==> config.mk <==
export PLATFORM = sky130hd
export DESIGN_NAME = signed_int_to_decimal_ascii
export DESIGN_NICKNAME = d
export VERILOG_FILES = /design/src/rtl/sitda_pkg.sv /design/src/rtl/sitda_dabble_step.sv /design/src/rtl/signed_int_to_decimal_ascii.sv
export SDC_FILE = /design/constraint.sdc
export NUM_CORES = 1
export LEC_CHECK = 0
export BUFFER_PORTS_ARGS = -buffer_cell sky130_fd_sc_hd__buf_2
export CAP_MARGIN = 10
export CORE_UTILIZATION = 41
export CTS_BUF_LIST = sky130_fd_sc_hd__clkbuf_4 sky130_fd_sc_hd__clkbuf_8
export DETAILED_ROUTE_END_ITERATION = 7
export PLACE_DENSITY = 0.58
export SYNTH_ARGS = -nofsm -noshare
export SYNTH_HDL_FRONTEND = slang
export SYNTH_HIERARCHICAL = 1
export SYNTH_SLANG_ARGS = --single-unit
export TNS_END_PERCENT = 10
==> constraint.sdc <==
create_clock -name clk -period 4.3 [get_ports clk]
set_input_delay 0.43 -clock clk [delete_from_list [all_inputs] [get_ports clk]]
set_output_delay 0.43 -clock clk [all_outputs]
set_load 0.01 [all_outputs]
==> src/rtl/sitda_pkg.sv <==
// Shared types and constants for the signed integer to decimal ASCII converter.
`timescale 1ns / 1ps

package sitda_pkg;

	// Binary input width and packed BCD width (ten digits of four bits)
	localparam int BIN_W      = 32;
	localparam int NUM_DIGITS = 10;
	localparam int BCD_W      = 4 * NUM_DIGITS;

	// Character codes
	localparam logic [6:0] ASCII_ZERO  = 7'd48;
	localparam logic [6:0] ASCII_MINUS = 7'd45;

	// Step counter: conversion runs one step per input bit, output one step per digit
	localparam logic [4:0] CONV_LAST = 5'(BIN_W - 1);
	localparam logic [4:0] EMIT_LAST = 5'(NUM_DIGITS - 1);

	// Sequencer states
	typedef enum logic [1:0] {
		ST_IDLE,
		ST_CONVERT,
		ST_EMIT
	} sitda_state_t;

endpackage

==> src/rtl/sitda_dabble_step.sv <==
// One shift-and-add-3 step of the binary to BCD converter, shared across all input bits.
`timescale 1ns / 1ps

module sitda_dabble_step import sitda_pkg::*; (
	input  logic [BCD_W-1:0] bcd,
	input  logic             bit_in,
	output logic [BCD_W-1:0] bcd_next
);

	logic [BCD_W-1:0] adj;

	// Correct every digit of five or more, then shift in the next binary bit
	always_comb begin
		for (int i = 0; i < NUM_DIGITS; i++) begin
			if (bcd[4*i +: 4] >= 4'd5) begin
				adj[4*i +: 4] = bcd[4*i +: 4] + 4'd3;
			end else begin
				adj[4*i +: 4] = bcd[4*i +: 4];
			end
		end
		bcd_next = {adj[BCD_W-2:0], bit_in};
	end

endmodule

==> src/rtl/signed_int_to_decimal_ascii.sv <==
// Top level: signed 32-bit integer to decimal ASCII text, one character per strobe.
`timescale 1ns / 1ps

// A word is taken when start is high and busy is low. The magnitude is turned
// into ten BCD digits by a single shift-and-add-3 unit, one input bit per cycle;
// for a negative value a leading '-' is strobed out in the cycle right after the
// conversion. The digits are then walked from the most significant, choosing one
// character per cycle once the first non-zero digit (or the units digit) is
// reached, with last high on the units digit; each chosen character reaches the
// ports in the next cycle, so the final one is out while busy is already low.
// A new word can be taken only once the conversion loop and the digit walk are
// done and busy is low again. Each character is on char_code and last for
// exactly one cycle, marked by strobe; the receiver cannot stall it.
module signed_int_to_decimal_ascii import sitda_pkg::*; (
	input  logic              clk,
	input  logic              arst_n,
	input  logic              start,
	output logic              busy,
	input  logic signed [31:0] value,
	output logic              strobe,
	output logic [6:0]        char_code,
	output logic              last
);

	sitda_state_t     state_q, state_d;
	logic [BIN_W-1:0] bin_q;
	logic [BCD_W-1:0] bcd_q;
	logic [BCD_W-1:0] bcd_step;
	logic [4:0]       cnt_q;
	logic             neg_q;
	logic             started_q;

	logic             accept;
	logic [BIN_W-1:0] mag;
	logic [3:0]       top_digit;
	logic             emit_last;
	logic             emit_now;
	logic             out_stb_d;
	logic [6:0]       out_char_d;
	logic             out_last_d;

	logic             strobe_q;
	logic [6:0]       char_q;
	logic             last_q;

	sitda_dabble_step u_step (
		.bcd      (bcd_q),
		.bit_in   (bin_q[BIN_W-1]),
		.bcd_next (bcd_step)
	);

	assign busy      = (state_q != ST_IDLE);
	assign accept    = start && !busy;
	assign mag       = value[BIN_W-1] ? (~value + 32'd1) : value;
	assign top_digit = bcd_q[BCD_W-1 -: 4];
	assign emit_last = (cnt_q == EMIT_LAST);
	assign emit_now  = started_q || (top_digit != 4'd0) || emit_last;

	// Hold the sequencer state
	always_ff @(posedge clk or negedge arst_n) begin
		if (!arst_n) begin
			state_q <= ST_IDLE;
		end else begin
			state_q <= state_d;
		end
	end

	// Advance the sequencer and decide what to strobe out
	always_comb begin
		state_d    = state_q;
		out_stb_d  = 1'b0;
		out_char_d = ASCII_ZERO;
		out_last_d = 1'b0;
		case (state_q)
			ST_IDLE: begin
				if (accept) begin
					state_d = ST_CONVERT;
				end
			end
			ST_CONVERT: begin
				if (cnt_q == CONV_LAST) begin
					state_d    = ST_EMIT;
					out_stb_d  = neg_q;
					out_char_d = ASCII_MINUS;
				end
			end
			ST_EMIT: begin
				out_stb_d  = emit_now;
				out_char_d = ASCII_ZERO + {3'd0, top_digit};
				out_last_d = emit_last;
				if (emit_last) begin
					state_d = ST_IDLE;
				end
			end
			default: begin
				state_d = ST_IDLE;
			end
		endcase
	end

	// Step counter and leading-zero flag
	always_ff @(posedge clk or negedge arst_n) begin
		if (!arst_n) begin
			cnt_q     <= 5'd0;
			started_q <= 1'b0;
		end else begin
			case (state_q)
				ST_IDLE: begin
					cnt_q     <= 5'd0;
					started_q <= 1'b0;
				end
				ST_CONVERT: begin
					cnt_q <= (cnt_q == CONV_LAST) ? 5'd0 : cnt_q + 5'd1;
				end
				ST_EMIT: begin
					cnt_q <= cnt_q + 5'd1;
					if (emit_now) begin
						started_q <= 1'b1;
					end
				end
				default: begin
					cnt_q <= 5'd0;
				end
			endcase
		end
	end

	// Load the magnitude, run the shared BCD step, then drop one digit per cycle
	always_ff @(posedge clk) begin
		case (state_q)
			ST_IDLE: begin
				if (accept) begin
					bin_q <= mag;
					bcd_q <= '0;
					neg_q <= value[BIN_W-1];
				end
			end
			ST_CONVERT: begin
				bin_q <= {bin_q[BIN_W-2:0], 1'b0};
				bcd_q <= bcd_step;
			end
			ST_EMIT: begin
				bcd_q <= {bcd_q[BCD_W-5:0], 4'd0};
			end
			default: begin
				bcd_q <= bcd_q;
			end
		endcase
	end

	// Register the outgoing word
	always_ff @(posedge clk or negedge arst_n) begin
		if (!arst_n) begin
			strobe_q <= 1'b0;
		end else begin
			strobe_q <= out_stb_d;
		end
	end

	always_ff @(posedge clk) begin
		char_q <= out_char_d;
		last_q <= out_last_d;
	end

	assign strobe    = strobe_q;
	assign char_code = char_q;
	assign last      = last_q;

	// A character only follows a cycle of work
	a_strobe_after_busy: assert property (@(posedge clk) disable iff (!arst_n)
		strobe |-> $past(busy))
		else $error("character strobed without a word in progress");

	// The final character frees the block for the next word
	a_last_frees: assert property (@(posedge clk) disable iff (!arst_n)
		strobe && last |-> !busy)
		else $error("final character while still busy");

	// Only the minus sign or a digit leaves the block
	a_char_legal: assert property (@(posedge clk) disable iff (!arst_n)
		strobe |-> (char_code == ASCII_MINUS) ||
			((char_code >= ASCII_ZERO) && (char_code <= ASCII_ZERO + 7'd9)))
		else $error("illegal character code");

	// The sign never ends a word
	a_minus_not_last: assert property (@(posedge clk) disable iff (!arst_n)
		strobe && (char_code == ASCII_MINUS) |-> !last)
		else $error("minus sign marked as final character");

	// An accepted word starts the conversion
	a_accept_converts: assert property (@(posedge clk) disable iff (!arst_n)
		start && !busy |=> state_q == ST_CONVERT)
		else $error("accepted word did not start conversion");

endmodule
# Word-level counts from Yosys, hierarchy flattened
# Index checks and enable logic that the tools add are counted.
[word_totals] ff_bits=90 inputBits=35 output_inout_bits=10 elab_cells=83
[classes] addsub=13 magnitude_cmp=10 n_eq_ne=8 n_mux=27 bitwise=1 reduce_logical=15
[ops] operator="case mux 40 bit (3 select lines)" count=1
[ops] operator="two-way mux 32 bit" count=2
[ops] operator="case mux 32 bit (2 select lines)" count=1
[ops] operator="greater-or-equal comparator 4 x 3 -> 1 bit (second input constant)" count=10
[ops] operator="two-way mux 40 bit" count=1
[ops] operator="adder 4 x 2 -> 4 bit (second input constant)" count=9
[ops] operator="two-way mux 4 bit" count=9
[ops] operator="adder 32 x 1 -> 32 bit (second input constant)" count=1
[ops] operator="inverter 32 bit" count=1
[ops] operator="case mux 7 bit (2 select lines)" count=1
[ops] operator="two-way mux 5 bit" count=2
[ops] operator="case mux 5 bit (2 select lines)" count=1
[ops] operator="inequality test 2 bit (second input constant)" count=4
[ops] operator="AND reduction 2 bit" count=4
[ops] operator="adder 6 x 4 -> 7 bit (first input constant)" count=1
[ops] operator="two-way mux 2 bit" count=3
[ops] operator="case mux 2 bit (3 select lines)" count=1
[ops] operator="nonzero test 2 bit" count=3
[ops] operator="adder 5 x 1 -> 5 bit (second input constant)" count=1
[ops] operator="== test 5 x 4 -> 1 bit (second input constant)" count=1
[ops] operator="== test 5 bit (second input constant)" count=1
[ops] operator="case mux 1 bit (2 select lines)" count=2
[ops] operator="nonzero test 4 bit" count=1
[ops] operator="adder 3 x 2 -> 3 bit (second input constant)" count=1
[ops] operator="other kinds (10)" count=12

# Depth between registers and ports, before layout
# Gate-level depths: netlist of run 1.
[depth] depth_word=5 mapped_depth=8 mapped_depth_nobuf=6

# Modules after synthesis
# Netlist of run 1, hierarchy kept.
[by_module_without_submodules] module="signed_int_to_decimal_ascii" instances=1 cells_each=400 area_each_um2=4538.1
[by_module_without_submodules] module="sitda_dabble_step" instances=1 cells_each=157 area_each_um2=1001.0

# Worst setup path after synthesis of run 1
# OpenSTA, ideal clock, no wires.
[synth_path] path_kind="reg-to-reg" start="register state_q[1]" end="register bin_q[0], enable pin" setup_time_ps=466 arrival_time_ps=3388 t_required_ps=3834 setup_slack_ps=447 path_stages_with_launch=6 period_less_slack_ps=3853 cell_sequence="dfrtp_1 > inv_1 > ha_1 > clkinv_1 > clkbuf_1 > o21ai_0"
[synth_between] elab_chain_cells=5 elab_cells_between_ends=8 classes_between="eq/ne (2); reduce/logical (6)"
[synth_lines] element="start, declared" line_no="signed_int_to_decimal_ascii.sv:25" source="sitda_state_t state_q, state_d;"
[synth_lines] element="start signal, assigned" line_no="signed_int_to_decimal_ascii.sv:64" source="state_q <= state_d;"
[synth_lines] element="nonzero test 2 bit" line_no="signed_int_to_decimal_ascii.sv:52" source="assign busy = (state_q != ST_IDLE);"
[synth_lines] element="zero test 1 bit" line_no="signed_int_to_decimal_ascii.sv:53" source="assign accept = start && !busy;"
[synth_lines] element="logical AND 1 bit" line_no="signed_int_to_decimal_ascii.sv:53"
[synth_lines] element="inequality test 2 bit (no line)"
[synth_lines] element="AND reduction 2 bit (no line) (*)"
[synth_lines] element="end signal, assigned" line_no="signed_int_to_decimal_ascii.sv:133" source="bin_q <= mag;"
[synth_lines] element="end signal, assigned" line_no="signed_int_to_decimal_ascii.sv:139" source="bin_q <= {bin_q[BIN_W-2:0], 1'b0};"
[synth_lines] element="end, declared" line_no="signed_int_to_decimal_ascii.sv:26" source="logic [BIN_W-1:0] bin_q;"
# Every way passes the cells marked *; elsewhere a longest branch is shown, timed or not.
# A chain may end at the register's enable or synchronous reset.

# Worst setup path after layout of run 1
[layout_path] start="register state_q[1]" end="register bcd_q[9], data pin"
[layout_between] elab_chain_cells=2 elab_cells_between_ends=4 classes_between="eq/ne (2); mux (1); reduce/logical (1)"
[layout_lines] element="== test 2 bit (tied with other cells)" line_no="signed_int_to_decimal_ascii.sv:130" source="case (state_q)"
[layout_lines] element="case mux 40 bit (3 select lines) (*)" line_no="signed_int_to_decimal_ascii.sv:130"
[layout_lines] element="end signal, assigned" line_no="signed_int_to_decimal_ascii.sv:140" source="bcd_q <= bcd_step;"
[layout_lines] element="end signal, assigned" line_no="signed_int_to_decimal_ascii.sv:143" source="bcd_q <= {bcd_q[BCD_W-5:0], 4'd0};"
[layout_lines] element="end signal, assigned" line_no="signed_int_to_decimal_ascii.sv:146" source="bcd_q <= bcd_q;"
[layout_lines] element="end, declared" line_no="signed_int_to_decimal_ascii.sv:27" source="logic [BCD_W-1:0] bcd_q;"
# Marked as above.

==> impl_metrics.json, run 1 <==
{
  "gp_congestion": 0.858,
  "drc": 0,
  "slew_headroom": 0.394,
  "worst_slew_pin_slew_ps": 902,
  "slew_viol_final": 0,
  "clk_path_buf_depth": 2,
  "r2r_slack_ps": 1760,
  "numCtsBuffers": 9,
  "finalSetupViolations": 0,
  "antenna_found_initial": 0,
  "core_mm2": 0.0132,
  "dieArea_mm2": 0.0140,
  "insertion_delay_ps": 380,
  "wl_um": 11200,
  "hold_buffers": 1,
  "start_kind": "flop",
  "cts_tree": "yes",
  "drive_gt1_frac": 0.147,
  "hold_violations": 0,
  "drt_iter0_markers": 174,
  "initial_core_util": 0.420,
  "ant_nets": 0,
  "irDropWorstVdd_mv": 0.244,
  "io_buffer_count": 42,
  "vias": 4199,
  "grt_pass1_vias": 4020,
  "track_usage": 0.170,
  "die_h_um": 118,
  "fin_crit_ps": 2540,
  "layout_common_cells": "73 x edfxtp_1, 62 x nand2_1, 42 x buf_2, 40 x a22o_1, 34 x nor2_1",
  "grt_remaining_overflow": 0,
  "p_leak_uw": 0.00241,
  "path_max_fanout": 30,
  "max_freq_mhz": 394,
  "io-pin-count": 45,
  "num_rows": 42,
  "layout.nets": 643,
  "fp.dieW_um": 118,
  "cap_violations": 0,
  "final_common_cell": "edfxtp_1",
  "path_class": "reg -> reg",
  "avgSynthCellArea_um2": 9.94,
  "crit_chain": "inv_1, ha_2, and2_1, buf_4, a22o_1",
  "outcome": "finished clean",
  "total_power_uw": 4270,
  "tns_ps": 0,
  "power_density_mw_per_mm2": 703,
  "async_flop_share": 0.102,
  "cts_resized": 0,
  "grt_pass1_wl_um": 19000,
  "hp-class": "in -> reg",
  "min_period_over_period": 0.590,
  "arrival_ps": 2800,
  "post_cts_buffers": 0,
  "rsz0062_at_grt": "no",
  "synth_area_mm2": 0.00554,
  "crit_required_ps": 4560,
  "ys_ff_latch": 88,
  "r2r-end": "bcd_q[9]",
  "cpPeakStageDelay_ps": 790,
  "synth_edf_count": 73,
  "drt-pass1-iter-count": 6,
  "clock_skew_ps": 9.71,
  "clock-sinks": 88,
  "n_antenna_cell": 0,
  "synth_ff_type": "edfxtp_1",
  "synth.distinct_cells": 55,
  "hold_end": "bin_q[0]",
  "viasPerCell": 5.51,
  "area.growth.synth_to_final_pct": 9.58,
  "reg2regPathDepth": 5,
  "path_clk_slew_ps": 90,
  "hp-start": "value[0]",
  "cp-end-kind": "flop",
  "syn_inst": 557,
  "grt_max_degree": 41,
  "root_buffer": "clkbuf_8",
  "synth_nets": 619,
  "hpwl_um": 7500,
  "cts_max_level": 3,
  "yosysSeqAreaShare": 0.458,
  "r2r_start": "state_q[1]",
  "routedWlPerCell_um": 14.7,
  "ys_warn_count": 6,
  "critPathSlowestCell": "and2_1",
  "hold_depth": 3
}
[per-stage QoR]
stage	setup slack [ps]	hold slack [ps]	instances	util	cell area (um^2)
floorplan	447	134	557	-	5540
global placement	1600	289	745	0.445	5870
detailed placement	1540	295	745	0.445	5870
CTS	1720	385	762	0.460	6070
global route	1600	416	762	0.460	6070
finish	1760	398	762	0.460	6070
[per-layer routing]
metal	vias to the layer above	GRT usage	wire, um
met5	-	0	0
met1	2028	0.211	5210
met2	72	0.284	5370
met4	0	0.0497	129
li1	2088	-	-
met3	11	0.0507	454
[power by group]
| group | leakage [uW] | internal [uW] | switching [uW] | total [uW] |
|---|---|---|---|---|
| sequential | 0.000890 | 1530 | 297 | 1830 |
| clock | 0.000105 | 282 | 319 | 602 |
| combinational | 0.00141 | 746 | 1090 | 1830 |
| total | 0.00241 | 2560 | 1700 | 4270 |
[area by class of cell]
class	count	area, um^2
well taps	176	220
clock buffers	11	139
repair buffers	49	265
fillers	1262	7120
flip-flops and latches	88	2540
multi-input cells	400	2730
inverters	33	124
clock inverters	5	53.8
[critical path: cells and delay by family (launching register included)]
| family | cells | cell delay (ps) |
|---|---|---|
| AO/OA/AOI/OAI | 1 | 170 |
| adder cells (fa/ha/maj) | 1 | 570 |
| buffers and inverters | 2 | 470 |
| flip-flops | 1 | 390 |
| AND/OR/NAND/NOR | 1 | 790 |
[registers in the layout, summed over array words and instances, names as in the netlist]
| signal | count |
|---|---|
| bcd_q | 40 |
| bin_q | 32 |
| char_code | 5 |
| cnt_q | 5 |
| state_q | 2 |
| last | 1 |
| neg_q | 1 |
| started_q | 1 |
| strobe | 1 |
[cell usage after synthesis (5+ instances only)]
cell type | instances | area, um^2
dfrtp_1 | 9 | 225
nand4_1 | 5 | 31.3
nand2_1 | 62 | 233
o41ai_1 | 7 | 61.3
o21ai_0 | 29 | 145
buf_2 | 5 | 25.0
nor2_1 | 34 | 128
xor2_1 | 10 | 87.6
inv_1 | 32 | 120
and3_1 | 9 | 56.3
mux2i_1 | 12 | 120
dfxtp_1 | 6 | 120
nand3_1 | 14 | 70.1
or3_1 | 11 | 68.8
nand2b_1 | 22 | 138
edfxtp_1 | 73 | 2190
o21ai_1 | 9 | 45.0
or4_1 | 15 | 113
ha_1 | 27 | 338
a21oi_2 | 10 | 87.6
clkbuf_1 | 24 | 90.1
a21oi_1 | 8 | 40.0
o31ai_1 | 8 | 60.1
xnor2_1 | 15 | 131
a22o_1 | 40 | 350
[cells by family after synthesis]
logic type | share of synthesized area
flops | 0.458
fa+ha+maj | 0.0610
xor+xnor | 0.0395
other cells | 0.00136
mux | 0.0258
buf+inv | 0.0501
compound gates | 0.185
simple gates | 0.179
[how the worst max path moves through the flow]
stage / start / to / cells past startpoint
2_1_floorplan: state_q[1] / bin_q[0] / 5
4_1_cts: state_q[1] / bcd_q[9] / 5
5_1_grt: state_q[1] / bcd_q[15] / 5
6_report: state_q[1] / bcd_q[9] / 5
3_5_place_dp: value[0] / bin_q[24] / 7
3_3_place_gp: value[0] / bin_q[30] / 7
Note: power is estimated with default switching activity, not from simulation.
==> inputs of run 2 (changes only) <==
- ABC_AREA: default -> 1
- clock period: 4.3 -> 2.5 ns (I/O delays scaled with it)
==> run 2 against run 1 <==
Net effect: via count increased by 23%; clock-buffer cell count decreased by 1; routed wire length increased by 19%.
==> impl_metrics.json, run 2 <==
{
  "num_rows": 43,
  "grt_pass1_vias": 4842,
  "grt_pass1_wl_um": 22000,
  "start_kind": "flop",
  "slew_viol_final": 0,
  "synth_edf_count": 73,
  "layout.nets": 882,
  "io_buffer_count": 42,
  "gp_congestion": 0.896,
  "fp.dieW_um": 122,
  "fin_crit_ps": 1820,
  "regMostFlops": "bcd_q",
  "largest_reg_flops": 40,
  "place_area_mm2": 0.00630,
  "cap_violations": 0,
  "numCtsBuffers": 9,
  "viasPerCell": 5.12,
  "hp-start": "value[0]",
  "met3_length_um": 642,
  "reg_top3": "bcd_q (40), bin_q (32)",
  "worst_slew_pin_slew_ps": 717,
  "die_h_um": 122,
  "finalSetupViolations": 0,
  "layout_common_cells": "241 x nand2_1, 84 x inv_1, 73 x edfxtp_1, 71 x nand3_1, 66 x a21oi_1",
  "fillers": 1413,
  "yosysSeqAreaShare": 0.427,
  "syn_inst": 788,
  "r2r_slack_ps": 680,
  "synth_area_leaders": "edfxtp_1 37%, nand2_1 15%, nand3_1 6.0%, ha_1 5.7%, a21oi_1 5.6%",
  "drc": 0,
  "met2WireLength_um": 6390,
  "async_flop_share": 0.102,
  "vias": 5149,
  "irDropWorstVdd_mv": 0.836,
  "clock-sinks": 88,
  "hold_buffers": 1,
  "hp-class": "in -> reg",
  "n_antenna_cell": 0,
  "synth.distinct_cells": 40,
  "routedWlPerCell_um": 13.2,
  "drt-pass1-iter-count": 4,
  "critical_path.startpoint": "state_q[0]",
  "insertion_delay_ps": 380,
  "initial_core_util": 0.425,
  "top_layer": "met4",
  "drt_iter0_markers": 351,
  "hold_violations": 0,
  "yosysTopAreaCellShare": 0.369,
  "cpPeakStageDelay_ps": 400,
  "critPathSlowestCell": "dfrtp_1",
  "drive_gt1_frac": 0.139,
  "p_leak_uw": 0.00285,
  "ys_warn_count": 6,
  "post_cts_buffers": 0,
  "r2r_start": "state_q[0]",
  "path_max_fanout": 32,
  "power_density_mw_per_mm2": 1200,
  "arrival_ps": 1850,
  "avgSynthCellArea_um2": 7.54,
  "grt_max_degree": 69,
  "final_common_cell": "nand2_1",
  "clk_path_buf_depth": 2,
  "path_class": "reg -> reg",
  "tns_ps": 0,
  "cts_max_level": 3,
  "post-route-cell-area_mm2": 0.00650,
  "io-pin-count": 45,
  "crit_required_ps": 2520,
  "synth_top_area_cell": "edfxtp_1",
  "cts_tree": "yes",
  "met1Wirelength_um": 6060,
  "track_usage": 0.186,
  "clock_skew_ps": 12.1,
  "ys_ff_latch": 88,
  "core_mm2": 0.0140,
  "max_freq_mhz": 548,
  "synth_common_cells": "241 x nand2_1, 84 x inv_1, 73 x edfxtp_1",
  "grt_remaining_overflow": 0,
  "area.growth.synth_to_final_pct": 9.50,
  "min_period_over_period": 0.730,
  "wl_um": 13200,
  "slew_headroom": 0.522,
  "cts_resized": 0,
  "yosysMostFrequentCell": "nand2_1",
  "path_clk_slew_ps": 80,
  "ant_nets": 0,
  "crit_chain": "inv_1, ha_1, nand2_1, o21ai_2, buf_4",
  "rsz0062_at_grt": "no",
  "outcome": "finished clean",
  "synth_ff_type": "edfxtp_1",
  "root_buffer": "clkbuf_8",
  "antenna_found_initial": 0,
  "dieArea_mm2": 0.0150,
  "synth_nets": 850,
  "hpwl_um": 9190,
  "cp-end-kind": "flop",
  "synth_area_mm2": 0.00594
}
## run 2: kinds of logic (layout without fill, tap and decap cells)
logic type / Yosys count / count (layout) / share of synthesized area
compound gates: 133 / 133 / 0.125
xor+xnor: 2 / 2 / 0.00295
fa+ha+maj: 27 / 27 / 0.0569
buf+inv: 123 / 160 / 0.0862
flops: 88 / 88 / 0.427
other cells: 2 / 2 / 0.00126
simple gates: 413 / 413 / 0.301
## run 2: routing by layer
metal,up-vias,GRT usage
met1,2384,0.234
met3,9,0.0390
met5,-,0
met4,0,0.0572
li1,2639,-
met2,117,0.317
## run 2: critical path: cells and delay by family (launching register included)
kind	cells	cell delay, ps
fa+ha+maj	1	310
flops	1	400
simple gates	1	180
buf+inv	2	490
compound gates	1	90
## run 2: through the flow
stage / total power [uW] / setup WS, ps / utilization / hold slack [ps] / instances
floorplan: 5910 / 169 / - / -45.6 / 788
global route: 8560 / 549 / 0.465 / 220 / 1005
finish: 7820 / 676 / 0.465 / 218 / 1005
detailed placement: 6890 / 653 / 0.451 / 119 / 988
global placement: 6720 / 729 / 0.451 / 114 / 988
CTS: 7890 / 653 / 0.465 / 206 / 1005
## run 2: path summary, 6_finish.rpt
check | depth (start not counted) | endpoint
setup / recovery | 5 | bin_q[1]
hold / removal | 3 | bin_q[0]
setup reg to reg | 5 | bin_q[1]
hold reg to reg | 1 | cnt_q[0]
max in group asynchronous | 2 | state_q[1]
min in group asynchronous | 2 | strobe
## run 2: power breakdown
group	total, uW	leakage (uW)	internal, uW	switching, uW
Clock	982	0.0000987	468	514
Sequential	3130	0.000889	2620	510
Combinational	3710	0.00187	1210	2500
## run 2: layout make-up
class | count | area (um^2) | share of cell area
inverter | 93 | 349 | 0.0537
clock buffer | 10 | 131 | 0.0202
clock inverter | 6 | 60.1 | 0.00923
sequential | 88 | 2540 | 0.390
timing repair buffer | 51 | 293 | 0.0450
tap | 180 | 225 | 0.0346
multi-input combinational | 577 | 2910 | 0.447
==> inputs of run 3 (changes only) <==
- ABC_AREA: 1 -> 0
- clock period: 2.5 -> 1.75 ns (I/O delays scaled with it)
==> run 3 against run 2 <==
Net effect: the run now ends with negative setup slack left; hold slack got worse by 49 ps; clock skew down 0.89 ps; first-iteration DRC count down 28%; sequential power up 44%; utilization rose by 4.4 points; sequential share of layout area shrank 1.2 points; final cell count fell by 19%; critical path type is now in -> reg; largest cell class unchanged.
==> impl_metrics.json, run 3 (synthesis results as in run 1) <==
{
  "cap_violations": 0,
  "path_clk_slew_ps": 90,
  "fin_hold_ws_ps": 169,
  "cts_tree": "yes",
  "grt_pass1_vias": 4365,
  "dieArea_mm2": 0.0140,
  "gp_congestion": 0.864,
  "start_kind": "primary input",
  "critical_path.startpoint": "value[5]",
  "clk_path_buf_depth": 2,
  "setup_ws_ps": -40.1,
  "cp-end-kind": "flop",
  "cpLargestDelayFamily": "simple AND/OR/NAND/NOR gates",
  "fin_crit_ps": 1790,
  "track_usage": 0.181,
  "core_mm2": 0.0132,
  "layout_common_cells": "73 x edfxtp_1, 62 x nand2_1, 52 x buf_4, 40 x a22o_1, 39 x buf_2",
  "r2r_start": "state_q[1]",
  "num_rows": 42,
  "root_buffer": "clkbuf_8",
  "viasPerCell": 5.35,
  "violations": "negative setup slack",
  "r2r-end": "bin_q[0]",
  "max_freq_mhz": 559,
  "r2r_slack_ps": 70,
  "n_antenna_cell": 0,
  "crit_chain": "buf_6, or4_4, buf_4, or3_4, o41a_1, a22o_1",
  "final_common_cell": "edfxtp_1",
  "cts_max_level": 3,
  "insertion_delay_ps": 380,
  "wl_um": 11900,
  "post-route-util": 0.509,
  "die_h_um": 118,
  "outcome": "finished with violations",
  "io-pin-count": 45,
  "reg_top3": "bcd_q (40), bin_q (32)",
  "drt_iter0_markers": 251,
  "drc": 0,
  "layout.nets": 696,
  "routedWlPerCell_um": 14.6,
  "numCtsBuffers": 9,
  "ant_nets": 0,
  "regMostFlops": "bcd_q",
  "path_class": "in -> reg",
  "finalSetupViolations": 4,
  "vias": 4360,
  "hpwl_um": 8300,
  "crit_buf_inv": 2,
  "clock_skew_ps": 11.2,
  "grt_remaining_overflow": 0,
  "irDropWorstVdd_mv": 0.623,
  "antenna_found_initial": 0,
  "hold_violations": 0,
  "crit_required_ps": 1890,
  "power_density_mw_per_mm2": 1670,
  "clock-sinks": 88,
  "largest_reg_flops": 40,
  "hp-class": "in -> async",
  "slew_viol_final": 0,
  "fp.dieW_um": 118,
  "path_max_fanout": 3,
  "min_period_over_period": 1.02,
  "reg2regPathDepth": 5,
  "initial_core_util": 0.420,
  "grt_pass1_wl_um": 20300,
  "io_buffer_count": 42,
  "critPathSlowestCell": "or4_4",
  "arrival_ps": 1930,
  "drive_gt1_frac": 0.254,
  "grt_max_degree": 41,
  "rsz0062_at_grt": "yes",
  "p_leak_uw": 0.00273,
  "drt-pass1-iter-count": 4,
  "cpPeakStageDelay_ps": 550,
  "area.growth.synth_to_final_pct": 21.2
}
[run 3: changes by cell type in the layout (fill, tap and decap cells not counted), sizes merged, moves of 15 or more]
cell,before,now
a21oi,69,18
a22o,0,40
buf,50,101
inv,93,32
nand2,250,62
nand2b,0,22
nand3,73,14
nor2,77,34
o21ai,57,38
or4,0,17
xnor2,0,15
[run 3: through the flow]
step	power (uW)	instance area (um^2)	TNS, ps	worst slack (ps)	std cells
after floorplan	8010	5600	-10110	-324	557
after global placement	9430	6360	-7460	-527	797
after detailed placement	9610	6360	-8850	-553	797
after CTS	11300	6610	-36.5	-26.5	814
after global routing	12200	6720	-155	-52.9	815
final	11200	6720	-72.1	-40.1	815
[run 3: layer usage]
metal  track usage  part of all wire  vias to the layer above
met5             0                 0                        -
met1         0.223              0.46                     2076
met2         0.300              0.48                       78
met3        0.0439             0.037                       16
met4        0.0777             0.019                        0
li1              -                 -                     2190
[run 3: area by class of cell]
cell class,instances,area [um^2]
multi-input cells,400,2850
clock buffers,11,139
flip-flops and latches,88,2540
repair buffers,102,752
inverters,33,136
well taps,176,220
fillers,1189,6470
clock inverters,5,81.3
[run 3: worst max-delay path by stage]
| stage | end | cells after the start |
|---|---|---|
| 2_1_floorplan | bin_q[24] | 5 |
| 4_1_cts | bin_q[22] | 6 |
| 5_1_grt | bin_q[29] | 5 |
| 3_3_place_gp | bin_q[24] | 5 |
| 3_5_place_dp | bin_q[24] | 5 |
| 6_report | bin_q[22] | 6 |
[run 3: report_power, final]
group,switching [uW],total (uW),internal (uW)
Sequential,741,4500,3760
Combinational,2850,5150,2290
Clock,760,1600,837
[run 3: repair_timing]
action | in CTS | in global routing
endpoints found under the hold margin | 9 | 0
setup endpoints to repair | 39 | 92
hold buffers | 1 | 0
gates resized for setup | 4 | 24
pin swaps | 2 | 8
buffers inserted | 0 | 1
[run 3: worst reg2reg max path, delay by kind of cell (launching register included)]
family | cells | cell delay (ps)
flops | 1 | 400
compound gates | 1 | 180
fa+ha+maj | 1 | 270
buf+inv | 3 | 480
